<file path="config.mk">
export PLATFORM = sky130hd
export DESIGN_NAME = sector_cache_tag_lru_readahead
export DESIGN_NICKNAME = d
export VERILOG_FILES = /design/src/hdl/sclru_pkg.sv /design/src/hdl/sclru_ctrl.sv /design/src/hdl/sclru_dp.sv /design/src/hdl/sector_cache_tag_lru_readahead.sv
export SDC_FILE = /design/constraint.sdc
export NUM_CORES = 1
export LEC_CHECK = 0
export ABC_CLOCK_PERIOD_IN_PS = 4650
export BUFFER_PORTS_ARGS = -buffer_cell sky130_fd_sc_hd__buf_2
export CORE_AREA = 2 2 270 272
export CTS_CLUSTER_SIZE = 25
export DETAILED_ROUTE_END_ITERATION = 10
export DIE_AREA = 0 0 272 274
export PLACE_DENSITY = 0.75
export SLEW_MARGIN = 20
export SYNTH_ARGS = -nofsm -noshare
export SYNTH_HDL_FRONTEND = slang
export SYNTH_HIERARCHICAL = 1
export SYNTH_SLANG_ARGS = --single-unit
export TNS_END_PERCENT = 5
</file>
<file path="constraint.sdc">
create_clock -name clk -period 4.65 [get_ports clk]
set_clock_uncertainty 0.15 [all_clocks]
set_input_delay 0.465 -clock clk [delete_from_list [all_inputs] [get_ports clk]]
set_output_delay 0.465 -clock clk [all_outputs]
set_load 0.005 [all_outputs]
</file>
<file path="src/hdl/sclru_pkg.sv">
// Shared types and constants of the sector cache tag and replacement engine.
package sclru_pkg;

  // Field widths of the request and result items.
  localparam int LBA_W       = 32;
  localparam int LINE_FW     = 4;
  localparam int OFFS_FW     = 3;
  localparam int CNT_FW      = 4;
  localparam int IN_TDATA_W  = 40;
  localparam int OUT_TDATA_W = 56;

  // Request kinds carried on s_tuser.
  localparam logic [1:0] KIND_LOOKUP     = 2'd0;
  localparam logic [1:0] KIND_FILL_DONE  = 2'd1;
  localparam logic [1:0] KIND_INVALIDATE = 2'd2;

  // Saturation value of a line age; empty lines read as this age.
  localparam logic [7:0] AGE_MAX = 8'd255;

  // Controller states.
  typedef enum logic [3:0] {
    ST_IDLE,
    ST_DISPATCH,
    ST_SCAN,
    ST_SCAN_DRAIN,
    ST_SCAN_DONE,
    ST_FILL,
    ST_AGE,
    ST_AGE_DRAIN,
    ST_DONE
  } state_t;

  // Commands from the controller to the datapath.
  typedef struct packed {
    logic load;        // capture the accepted request
    logic idx_clr;     // restart the line walk at line 0
    logic issue_scan;  // read the current line for the tag scan
    logic issue_age;   // read the current line for the aging pass
    logic fill_write;  // write the pending fill into its line
    logic commit;      // load the result and update pending and valid state
  } dp_cmd_t;

  // Status from the datapath to the controller.
  typedef struct packed {
    logic [1:0] kind;
    logic       fill_ok;
    logic       pend_valid;
    logic       found;
    logic       idx_last;
    logic       out_free;
  } dp_status_t;

endpackage

</file>
<file path="src/hdl/sclru_ctrl.sv">
// Controller state machine that sequences scan, fill and aging passes.
module sclru_ctrl
  import sclru_pkg::*;
(
  input  logic       clk,
  input  logic       rst,
  input  logic       s_tvalid,
  output logic       s_tready,
  input  dp_status_t status,
  output dp_cmd_t    cmd
);

  state_t state;
  state_t state_next;

  // State register.
  always_ff @(posedge clk) begin
    if (rst) begin
      state <= ST_IDLE;
    end else begin
      state <= state_next;
    end
  end

  // Next state.
  always_comb begin
    state_next = state;
    case (state)
      ST_IDLE: begin
        if (s_tvalid) begin
          state_next = ST_DISPATCH;
        end
      end
      ST_DISPATCH: begin
        case (status.kind)
          KIND_LOOKUP: state_next = ST_SCAN;
          KIND_FILL_DONE: begin
            if (status.pend_valid && status.fill_ok) begin
              state_next = ST_FILL;
            end else begin
              state_next = ST_DONE;
            end
          end
          default: state_next = ST_DONE;
        endcase
      end
      ST_SCAN: begin
        if (status.idx_last) begin
          state_next = ST_SCAN_DRAIN;
        end
      end
      ST_SCAN_DRAIN: state_next = ST_SCAN_DONE;
      ST_SCAN_DONE: begin
        if (status.found) begin
          state_next = ST_AGE;
        end else begin
          state_next = ST_DONE;
        end
      end
      ST_FILL: state_next = ST_AGE;
      ST_AGE: begin
        if (status.idx_last) begin
          state_next = ST_AGE_DRAIN;
        end
      end
      ST_AGE_DRAIN: state_next = ST_DONE;
      ST_DONE: begin
        if (status.out_free) begin
          state_next = ST_IDLE;
        end
      end
      default: state_next = ST_IDLE;
    endcase
  end

  // Outputs.
  always_comb begin
    cmd      = '0;
    s_tready = 1'b0;
    case (state)
      ST_IDLE: begin
        s_tready = 1'b1;
        cmd.load = s_tvalid;
      end
      ST_DISPATCH: cmd.idx_clr = 1'b1;
      ST_SCAN: cmd.issue_scan = 1'b1;
      ST_SCAN_DONE: cmd.idx_clr = 1'b1;
      ST_FILL: begin
        cmd.fill_write = 1'b1;
        cmd.idx_clr    = 1'b1;
      end
      ST_AGE: cmd.issue_age = 1'b1;
      ST_DONE: cmd.commit = status.out_free;
      default: cmd = '0;
    endcase
  end

endmodule

</file>
<file path="src/hdl/sclru_dp.sv">
// Datapath: line memories, scan and victim trackers, aging, pending fill and result register.
module sclru_dp
  import sclru_pkg::*;
#(
  parameter int LINE_COUNT = 16,
  parameter int READ_AHEAD = 8
) (
  input  logic                   clk,
  input  logic                   rst,
  input  logic                   cfg_wen,
  input  logic [LBA_W-1:0]       cfg_wdata,
  input  logic [IN_TDATA_W-1:0]  s_tdata,
  input  logic [1:0]             s_tuser,
  output logic                   m_tvalid,
  input  logic                   m_tready,
  output logic [OUT_TDATA_W-1:0] m_tdata,
  input  dp_cmd_t                cmd,
  output dp_status_t             status
);

  localparam int LW = $clog2(LINE_COUNT);
  localparam int CW = $clog2(READ_AHEAD + 1);
  localparam logic [LW-1:0]    IDX_LAST = LW'(LINE_COUNT - 1);
  localparam logic [CW-1:0]    RA_FULL  = CW'(READ_AHEAD);
  localparam logic [CW-1:0]    RA_ONE   = CW'(1);
  localparam logic [LBA_W-1:0] RA_WIDE  = LBA_W'(READ_AHEAD);

  // Configuration and captured request.
  logic [LBA_W-1:0] disk_total;
  logic [1:0]       kind;
  logic [LBA_W-1:0] lba;
  logic             fill_ok;

  // Line storage: start and count written together on a fill, ages apart.
  logic [LBA_W-1:0]      start_mem [LINE_COUNT];
  logic [CW-1:0]         cnt_mem   [LINE_COUNT];
  logic [7:0]            age_mem   [LINE_COUNT];
  logic [LINE_COUNT-1:0] valid;

  // Walk counter and read pipeline.
  logic [LW-1:0]    idx;
  logic [LW-1:0]    e_idx;
  logic             e_scan;
  logic             e_age;
  logic [LBA_W-1:0] start_q;
  logic [CW-1:0]    cnt_q;
  logic [7:0]       age_q;
  logic             v_q;

  // Scan trackers.
  logic                found;
  logic [LW-1:0]       hit_idx;
  logic [OFFS_FW-1:0]  hit_offs;
  logic                empty_found;
  logic [LW-1:0]       empty_idx;
  logic [7:0]          oldest_age;
  logic [LW-1:0]       best_idx;

  // Pending fill.
  logic             pend_valid;
  logic [LW-1:0]    pend_line;
  logic [LBA_W-1:0] pend_start;
  logic [CW-1:0]    pend_count;

  // Result register.
  logic                out_vld;
  logic                out_hit;
  logic [LINE_FW-1:0]  out_hit_line;
  logic [OFFS_FW-1:0]  out_offs;
  logic                out_fill_req;
  logic [LINE_FW-1:0]  out_fill_line;
  logic [LBA_W-1:0]    out_fill_lba;
  logic [CNT_FW-1:0]   out_fill_count;

  // Combinational terms.
  logic [LBA_W:0]           scan_diff;
  logic [LBA_W-1:0]         cnt_wide;
  logic                     hit_here;
  logic [7:0]               age_eff;
  logic [LW-1:0]            young;
  logic [7:0]               age_new;
  logic                     age_we;
  logic [LBA_W:0]           tot_diff;
  logic [CW-1:0]            ra;
  logic [LW-1:0]            victim;
  logic [LW+LINE_FW-1:0]    hit_line_ext;
  logic [LW+LINE_FW-1:0]    victim_ext;
  logic [CW+CNT_FW-1:0]     ra_ext;
  logic                     out_free;

  // Configuration register.
  always_ff @(posedge clk) begin
    if (rst) begin
      disk_total <= '0;
    end else if (cfg_wen) begin
      disk_total <= cfg_wdata;
    end
  end

  // Request capture.
  always_ff @(posedge clk) begin
    if (cmd.load) begin
      kind    <= s_tuser;
      lba     <= s_tdata[LBA_W-1:0];
      fill_ok <= s_tdata[LBA_W];
    end
  end

  // Line walk counter.
  always_ff @(posedge clk) begin
    if (rst || cmd.idx_clr) begin
      idx <= '0;
    end else if (cmd.issue_scan || cmd.issue_age) begin
      idx <= idx + 1'b1;
    end
  end

  // Registered reads of the current line and the evaluation stage tags.
  always_ff @(posedge clk) begin
    start_q <= start_mem[idx];
    cnt_q   <= cnt_mem[idx];
    age_q   <= age_mem[idx];
    v_q     <= valid[idx];
    e_idx   <= idx;
  end

  always_ff @(posedge clk) begin
    if (rst) begin
      e_scan <= 1'b0;
      e_age  <= 1'b0;
    end else begin
      e_scan <= cmd.issue_scan;
      e_age  <= cmd.issue_age;
    end
  end

  // Run match: the sector lies in [start, start + count).
  assign scan_diff = {1'b0, lba} - {1'b0, start_q};
  assign cnt_wide  = {{(LBA_W - CW){1'b0}}, cnt_q};
  assign hit_here  = v_q && !scan_diff[LBA_W] && (scan_diff[LBA_W-1:0] < cnt_wide);
  assign age_eff   = v_q ? age_q : AGE_MAX;

  // Hit, first empty line and oldest line, one line per cycle.
  always_ff @(posedge clk) begin
    if (cmd.load) begin
      found       <= 1'b0;
      empty_found <= 1'b0;
      oldest_age  <= '0;
      best_idx    <= '0;
    end else if (e_scan) begin
      if (hit_here && !found) begin
        found    <= 1'b1;
        hit_idx  <= e_idx;
        hit_offs <= scan_diff[OFFS_FW-1:0];
      end
      if (!v_q && !empty_found) begin
        empty_found <= 1'b1;
        empty_idx   <= e_idx;
      end
      if (v_q && (age_eff >= oldest_age)) begin
        oldest_age <= age_eff;
        best_idx   <= e_idx;
      end
    end
  end

  // Aging pass: the youngest line goes to 0, other valid lines count up to saturation.
  assign young   = (kind == KIND_FILL_DONE) ? pend_line : hit_idx;
  assign age_new = (e_idx == young) ? 8'd0 : age_q + 8'd1;
  assign age_we  = e_age && ((e_idx == young) || (v_q && (age_q != AGE_MAX)));

  always_ff @(posedge clk) begin
    if (age_we) begin
      age_mem[e_idx] <= age_new;
    end
  end

  // Fill commit into the line memories.
  always_ff @(posedge clk) begin
    if (cmd.fill_write) begin
      start_mem[pend_line] <= pend_start;
      cnt_mem[pend_line]   <= pend_count;
    end
  end

  // Valid bits: set by a fill, cleared together by invalidate.
  always_ff @(posedge clk) begin
    if (rst) begin
      valid <= '0;
    end else if (cmd.commit && (kind == KIND_INVALIDATE)) begin
      valid <= '0;
    end else if (cmd.fill_write) begin
      valid[pend_line] <= 1'b1;
    end
  end

  // Read-ahead count clamped to the disk end.
  assign tot_diff = {1'b0, disk_total} - {1'b0, lba};

  always_comb begin
    ra = RA_FULL;
    if ((disk_total != '0) && (tot_diff[LBA_W] || (tot_diff[LBA_W-1:0] < RA_WIDE))) begin
      if (tot_diff[LBA_W] || (tot_diff[LBA_W-1:0] == '0)) begin
        ra = RA_ONE;
      end else begin
        ra = tot_diff[CW-1:0];
      end
    end
  end

  assign victim = empty_found ? empty_idx : best_idx;

  // Pending fill bookkeeping.
  always_ff @(posedge clk) begin
    if (rst) begin
      pend_valid <= 1'b0;
    end else if (cmd.commit) begin
      case (kind)
        KIND_LOOKUP: begin
          if (!found) begin
            pend_valid <= 1'b1;
          end
        end
        KIND_FILL_DONE:  pend_valid <= 1'b0;
        KIND_INVALIDATE: pend_valid <= 1'b0;
        default:         pend_valid <= pend_valid;
      endcase
    end
  end

  always_ff @(posedge clk) begin
    if (cmd.commit && (kind == KIND_LOOKUP) && !found) begin
      pend_line  <= victim;
      pend_start <= lba;
      pend_count <= ra;
    end
  end

  // Result register, masked to the field widths.
  assign hit_line_ext = {{LINE_FW{1'b0}}, hit_idx};
  assign victim_ext   = {{LINE_FW{1'b0}}, victim};
  assign ra_ext       = {{CNT_FW{1'b0}}, ra};
  assign out_free     = !out_vld || m_tready;

  always_ff @(posedge clk) begin
    if (rst) begin
      out_vld <= 1'b0;
    end else if (cmd.commit) begin
      out_vld <= 1'b1;
    end else if (m_tready) begin
      out_vld <= 1'b0;
    end
  end

  always_ff @(posedge clk) begin
    if (cmd.commit) begin
      out_hit        <= 1'b0;
      out_hit_line   <= '0;
      out_offs       <= '0;
      out_fill_req   <= 1'b0;
      out_fill_line  <= '0;
      out_fill_lba   <= '0;
      out_fill_count <= '0;
      if (kind == KIND_LOOKUP) begin
        if (found) begin
          out_hit      <= 1'b1;
          out_hit_line <= hit_line_ext[LINE_FW-1:0];
          out_offs     <= hit_offs;
        end else begin
          out_fill_req   <= 1'b1;
          out_fill_line  <= victim_ext[LINE_FW-1:0];
          out_fill_lba   <= lba;
          out_fill_count <= ra_ext[CNT_FW-1:0];
        end
      end
    end
  end

  assign m_tvalid = out_vld;
  assign m_tdata  = {7'd0, out_fill_count, out_fill_lba, out_fill_line, out_fill_req,
                     out_offs, out_hit_line, out_hit};

  // Status to the controller.
  assign status.kind       = kind;
  assign status.fill_ok    = fill_ok;
  assign status.pend_valid = pend_valid;
  assign status.found      = found;
  assign status.idx_last   = (idx == IDX_LAST);
  assign status.out_free   = out_free;

`ifndef SYNTHESIS
  // A miss result leaves a fill pending.
  a_miss_pends: assert property (@(posedge clk) disable iff (rst)
    (cmd.commit && (kind == KIND_LOOKUP) && !found) |=> pend_valid)
    else $error("miss did not leave a pending fill");

  // Invalidate cancels the pending fill and empties every line.
  a_inval_clears: assert property (@(posedge clk) disable iff (rst)
    (cmd.commit && (kind == KIND_INVALIDATE)) |=> (!pend_valid && (valid == '0)))
    else $error("invalidate left a pending fill or a valid line");

  // A line is only written while a fill is pending.
  a_fill_needs_pend: assert property (@(posedge clk) disable iff (rst)
    cmd.fill_write |-> pend_valid)
    else $error("fill written with no pending fill");

  // A result is either a hit or a fill request, never both.
  a_hit_xor_fill: assert property (@(posedge clk) disable iff (rst)
    out_vld |-> !(out_hit && out_fill_req))
    else $error("result flags both hit and fill request");

  // A new result is only loaded when the previous one is gone or taken.
  a_no_overwrite: assert property (@(posedge clk) disable iff (rst)
    cmd.commit |-> (!out_vld || m_tready))
    else $error("result register overwritten");
`endif

endmodule

</file>
<file path="src/hdl/sector_cache_tag_lru_readahead.sv">
// Top level of the sector cache tag and replacement engine.
//
// Tag and LRU engine of a fully associative sector cache with read-ahead. One request is
// worked on at a time; its result goes to an output register so that the next request is
// taken while the result waits. The walk over the line table reads one line per cycle
// from the line memories. A lookup miss makes one scan pass, a lookup hit one scan pass
// and one aging pass, a successful fill done one aging pass, and any other request none.
// After reset the block is ready at once: lines are emptied by per-line valid bits.
// s_tuser holds kind; s_tdata holds lba [31:0] and fill_ok [32]. m_tdata holds hit [0],
// hit_line [4:1], sector_offset [7:5], fill_request [8], fill_line [12:9],
// fill_lba [44:13] and fill_count [48:45]. Writing cfg_wdata with cfg_wen sets the disk
// size in sectors (0 disables clamping); write it only while the block is idle.
module sector_cache_tag_lru_readahead
  import sclru_pkg::*;
#(
  parameter int LINE_COUNT = 16,
  parameter int READ_AHEAD = 8
) (
  input  logic                   clk,
  input  logic                   rst,
  input  logic                   cfg_wen,
  input  logic [LBA_W-1:0]       cfg_wdata,
  input  logic                   s_tvalid,
  output logic                   s_tready,
  input  logic [IN_TDATA_W-1:0]  s_tdata,   // lba, fill_ok, zero pad
  input  logic [1:0]             s_tuser,   // kind
  output logic                   m_tvalid,
  input  logic                   m_tready,
  output logic [OUT_TDATA_W-1:0] m_tdata    // hit, hit_line, sector_offset, fill_request,
                                            // fill_line, fill_lba, fill_count, zero pad
);

  dp_cmd_t    cmd;
  dp_status_t status;

  sclru_ctrl u_ctrl (
    .clk      (clk),
    .rst      (rst),
    .s_tvalid (s_tvalid),
    .s_tready (s_tready),
    .status   (status),
    .cmd      (cmd)
  );

  sclru_dp #(
    .LINE_COUNT (LINE_COUNT),
    .READ_AHEAD (READ_AHEAD)
  ) u_dp (
    .clk       (clk),
    .rst       (rst),
    .cfg_wen   (cfg_wen),
    .cfg_wdata (cfg_wdata),
    .s_tdata   (s_tdata),
    .s_tuser   (s_tuser),
    .m_tvalid  (m_tvalid),
    .m_tready  (m_tready),
    .m_tdata   (m_tdata),
    .cmd       (cmd),
    .status    (status)
  );

endmodule

</file>
==> results.md <==
- Hpwl dp: 58600 um
- Tot Pwr: 18.4 mW
- Crit Path Class: flip-flop to flip-flop
- Clk pwr share: 40.6%
- Slowest stage cell, crit path: or4_4
- Gr usage total: 26.5%
- Die Ht: 274 um
- Fmax: 220 MHz
- R2R cell count: 17
- Clk slew on worst S/H paths: 60 ps
- Unrepaired setup endpoints after global routing: true
- I/O pins: 137
- Layout Nets: 2739
- Startpoint type of the worst setup path: flip-flop
- Worst slew pin tran: 1050 ps
- DIE AREA: 74500 sq um
- Area of the multi-input gates: 11400 sq um
- PD cells: 404 nW/um^2
- DR pass1 iterations: 5
- Vias in the first global route: 22455
- DR WL/cell: 27.3 um
- Tmin final: 4560 ps
- Grt met3 use: 3.96%
- Hold Path Depth: 4
- Overflow after GRT: 0
- Starting Density: 55.2%
- H-Tree Depth: 3
- Root cell of the clock tree: clkbuf_16
- Clock Tree Buf Depth: 3
- Detailed router's first-iteration violation count: 2781
- Critical Path Max Stage Delay: 550 ps
- FF+latch count, synth: 962
- Placed cells: 3373
- FILL cells: 4788
- Antenna diode count: 0
- Post-route ant nets: 0
- Status: finished clean
- Largest net degree at the start of global routing: 62
- Core area: 72000 sq um
- TritonCTS clock tree: yes
- Max Fanout on Critical Path: 7
- Internal: 14.3 mW
- Die Width: 272 um
- Core Rows: 99
- DRC viols: 0
- Total Wirelength: 98500 um
- Synth Cell Area: 39800 sq um
- Arrival time of the worst setup path: 4760 ps
- Synth Instances: 2318
- Worst EP required: 4860 ps
- Routed via count: 22500
- Register Area: 27700 sq um
- Post-synth EDFFs: 839
- Net Sw Frac: 22.2%
- Yosys warnings: 6
- Initial antenna violation count: 2
- Max-cap viol count: 0
- Setup crit end kind: flip-flop
- Slew Limit Fails: 0
- Share of layout cells above drive strength 1: 23.2%
- Global route hottest layer: met2
- Final Wtd Congestion: 0.967
- Hold Vio Cnt, Final: 0
- Hold Crit Class: primary input to flip-flop
- Yosys cell types: 82
- Met1 Track Usage GR: 37.3%
- Logic pwr share: 7.4%
- Grt met2 use: 43.3%
- Synth async-reset ratio: 0%
- Sw Pwr: 4.09 mW
- Port bufs: 122
- CTS sink cnt: 962
- Post-route clock period utilization: 98.0%
- Global-route wire length before repair: 145000 um
- Sequential power share: 52.0%
- Leakage Power: 15.4 nW
- Setup violations, final: 0
- Seq/Total Area, Yosys: 69.6%
- Post-route insts no fill: 3613
- Crit-path cells: inv_1 > ha_1 > buf_4 > fa_1 > inv_1 > ha_1 > a21boi_0 > o21a_1 > o21ai_0 > nand3_1 > or4_4 > a2111oi_4 > nand4_1 > nor4_2 > nand4_1 > nor3_2 > buf_6
- Top FF cell, synth: edfxtp_1
- Peak VDD IR: 350 uV
- Avg Cell Area, Syn: 17.1 sq um
- Layout area overhead: 14.9%
- Relative slew slack: 29.6%
- Clk_lat worst skew: 650 ps
- Cts bufs inserted: 93
- Via density: 6.23
## cells in the mapped netlist (4+ instances only)
library cell	instances	area, sq um
a211o_1	4	35.0
a211oi_1	10	75.1
a21boi_0	8	60.1
a21o_1	20	150
a21oi_1	73	365
a221oi_1	4	35.0
a31oi_1	12	75.1
and2_1	12	75.1
and3_1	14	87.6
buf_1	21	78.8
buf_2	6	30.0
buf_4	13	97.6
buf_6	4	45.0
clkbuf_1	61	229
dfxtp_1	123	2460
edfxtp_1	839	25200
ha_1	80	1000
inv_1	112	420
mux2_2	7	78.8
mux2i_1	54	541
mux4_2	225	5070
nand2_1	68	255
nand2b_1	47	294
nand3_1	24	120
nand3b_1	4	30.0
nand4_1	19	119
nor2_1	162	608
nor2b_1	11	68.8
nor3_1	32	160
nor4_1	15	93.8
o2111ai_1	6	52.6
o211a_1	5	50.1
o211ai_1	9	67.6
o21a_1	31	233
o21ai_0	51	255
o21ai_1	4	20.0
o21bai_1	6	45.0
o22ai_1	6	37.5
o311ai_0	6	52.6
o31ai_1	4	30.0
or2_2	4	25.0
or3_1	11	68.8
xnor2_1	21	184
xor2_1	11	96.3
## cells by family after synthesis
family / synth area share [%]
buffers and inverters: 2.28
AO/OA/AOI/OAI: 5.05
adder cells (fa/ha/maj): 2.62
XOR/XNOR: 0.705
other: 0.00943
multiplexers: 14.3
AND/OR/NAND/NOR: 5.46
flip-flops: 69.6
## worst paths after layout
| kind | slack, ps | to | startpoint |
|---|---|---|---|
| worst max-delay path | 90 | u_dp/hit_idx[0]$_DFFE_PP_ | u_dp/lba[0]$_DFFE_PP_ |
| worst min-delay path | 160 | u_ctrl/state[0]$_SDFFE_PP0P_ | s_tvalid |
| worst max register to register | 90 | u_dp/hit_idx[0]$_DFFE_PP_ | u_dp/lba[0]$_DFFE_PP_ |
| worst min register to register | 310 | u_dp/valid[2]$_SDFFE_PP0P_ | u_dp/valid[2]$_SDFFE_PP0P_ |
## per-layer routing
metal	vias to the layer above	wire, um
met5	-	13
met4	2	2740
met3	159	9170
met2	1255	47500
met1	11403	39100
li1	9681	-
## per-stage QoR
step                      hold slack [ps]  setup TNS (ps)  util (%)  instance area, sq um  setup WS [ps]
after global placement                291            -726      58.2                 41900           -104
after global routing                  168            -719      63.5                 45700           -105
after floorplan                       197               0         -                 39800           62.0
after CTS                             131               0      63.4                 45600            105
after detailed placement              303            -813      58.2                 41900           -117
final                                 163               0      63.5                 45700           94.2
## worst max-delay path: cells and delay by family (launching register included)
family	cells	cell delay (ps)
AO/OA/AOI/OAI	4	900
adder cells (fa/ha/maj)	3	990
buffers and inverters	4	430
flip-flops	1	360
AND/OR/NAND/NOR	6	1440
## power by group through the flow
stage,Combinational [mW],Clock (mW),Sequential [mW]
CTS,1.34,7.58,9.57
finish,1.37,7.48,9.58
floorplan,0.914,0,9.67
global route,1.48,7.89,9.58
detailed placement,1.29,0,9.75
global placement,1.27,0,9.75
## layout make-up
class                           instances  share of cell area [%]
Timing Repair Buffer                  264                    4.27
Sequential cell                       962                    60.6
Clock inverter                         41                   0.926
Tap cell                              959                    2.63
Inverter                              113                   0.929
Clock buffer                          130                    5.73
Multi-Input combinational cell       1144                    24.9
## layout by cell type, fill, tap and decap left out, drive strengths merged, types with 13 or more instances in the layout
cell type,instances
edfxtp,839
mux4,225
buf,196
nor2,162
clkbuf,130
dfxtp,123
inv,117
ha,80
a21oi,73
dlygate4sd3,68
nand2,68
o21ai,55
mux2i,54
nand2b,47
nor3,32
o21a,31
clkinv,27
nand3,24
xnor2,21
a21o,20
nand4,19
nor4,18
and3,14
and2,13
## state kept, by name, summed over array words and instances (netlist names), 8 cells and up
| signal | count |
|---|---|
| u_dp/out_fill_lba | 32 |
| u_dp/age_mem | 128 |
| u_dp/start_q | 32 |
| u_dp/disk_total | 32 |
| u_dp/cnt_mem | 64 |
| u_dp/pend_start | 32 |
| u_dp/start_mem | 512 |
| u_dp/oldest_age | 8 |
| u_dp/age_q | 8 |
| u_dp/lba | 32 |
| u_dp/valid | 16 |
## repair_timing
action                                  CTS  global route
buffers inserted                          1             0
gates resized for setup                   3             5
hold endpoints to repair                 68             0
hold buffers                             68             0
gates cloned                              0             0
endpoints found under the setup margin    7             8
pin swaps                                 4             3
(Power assumes the default switching activity.)
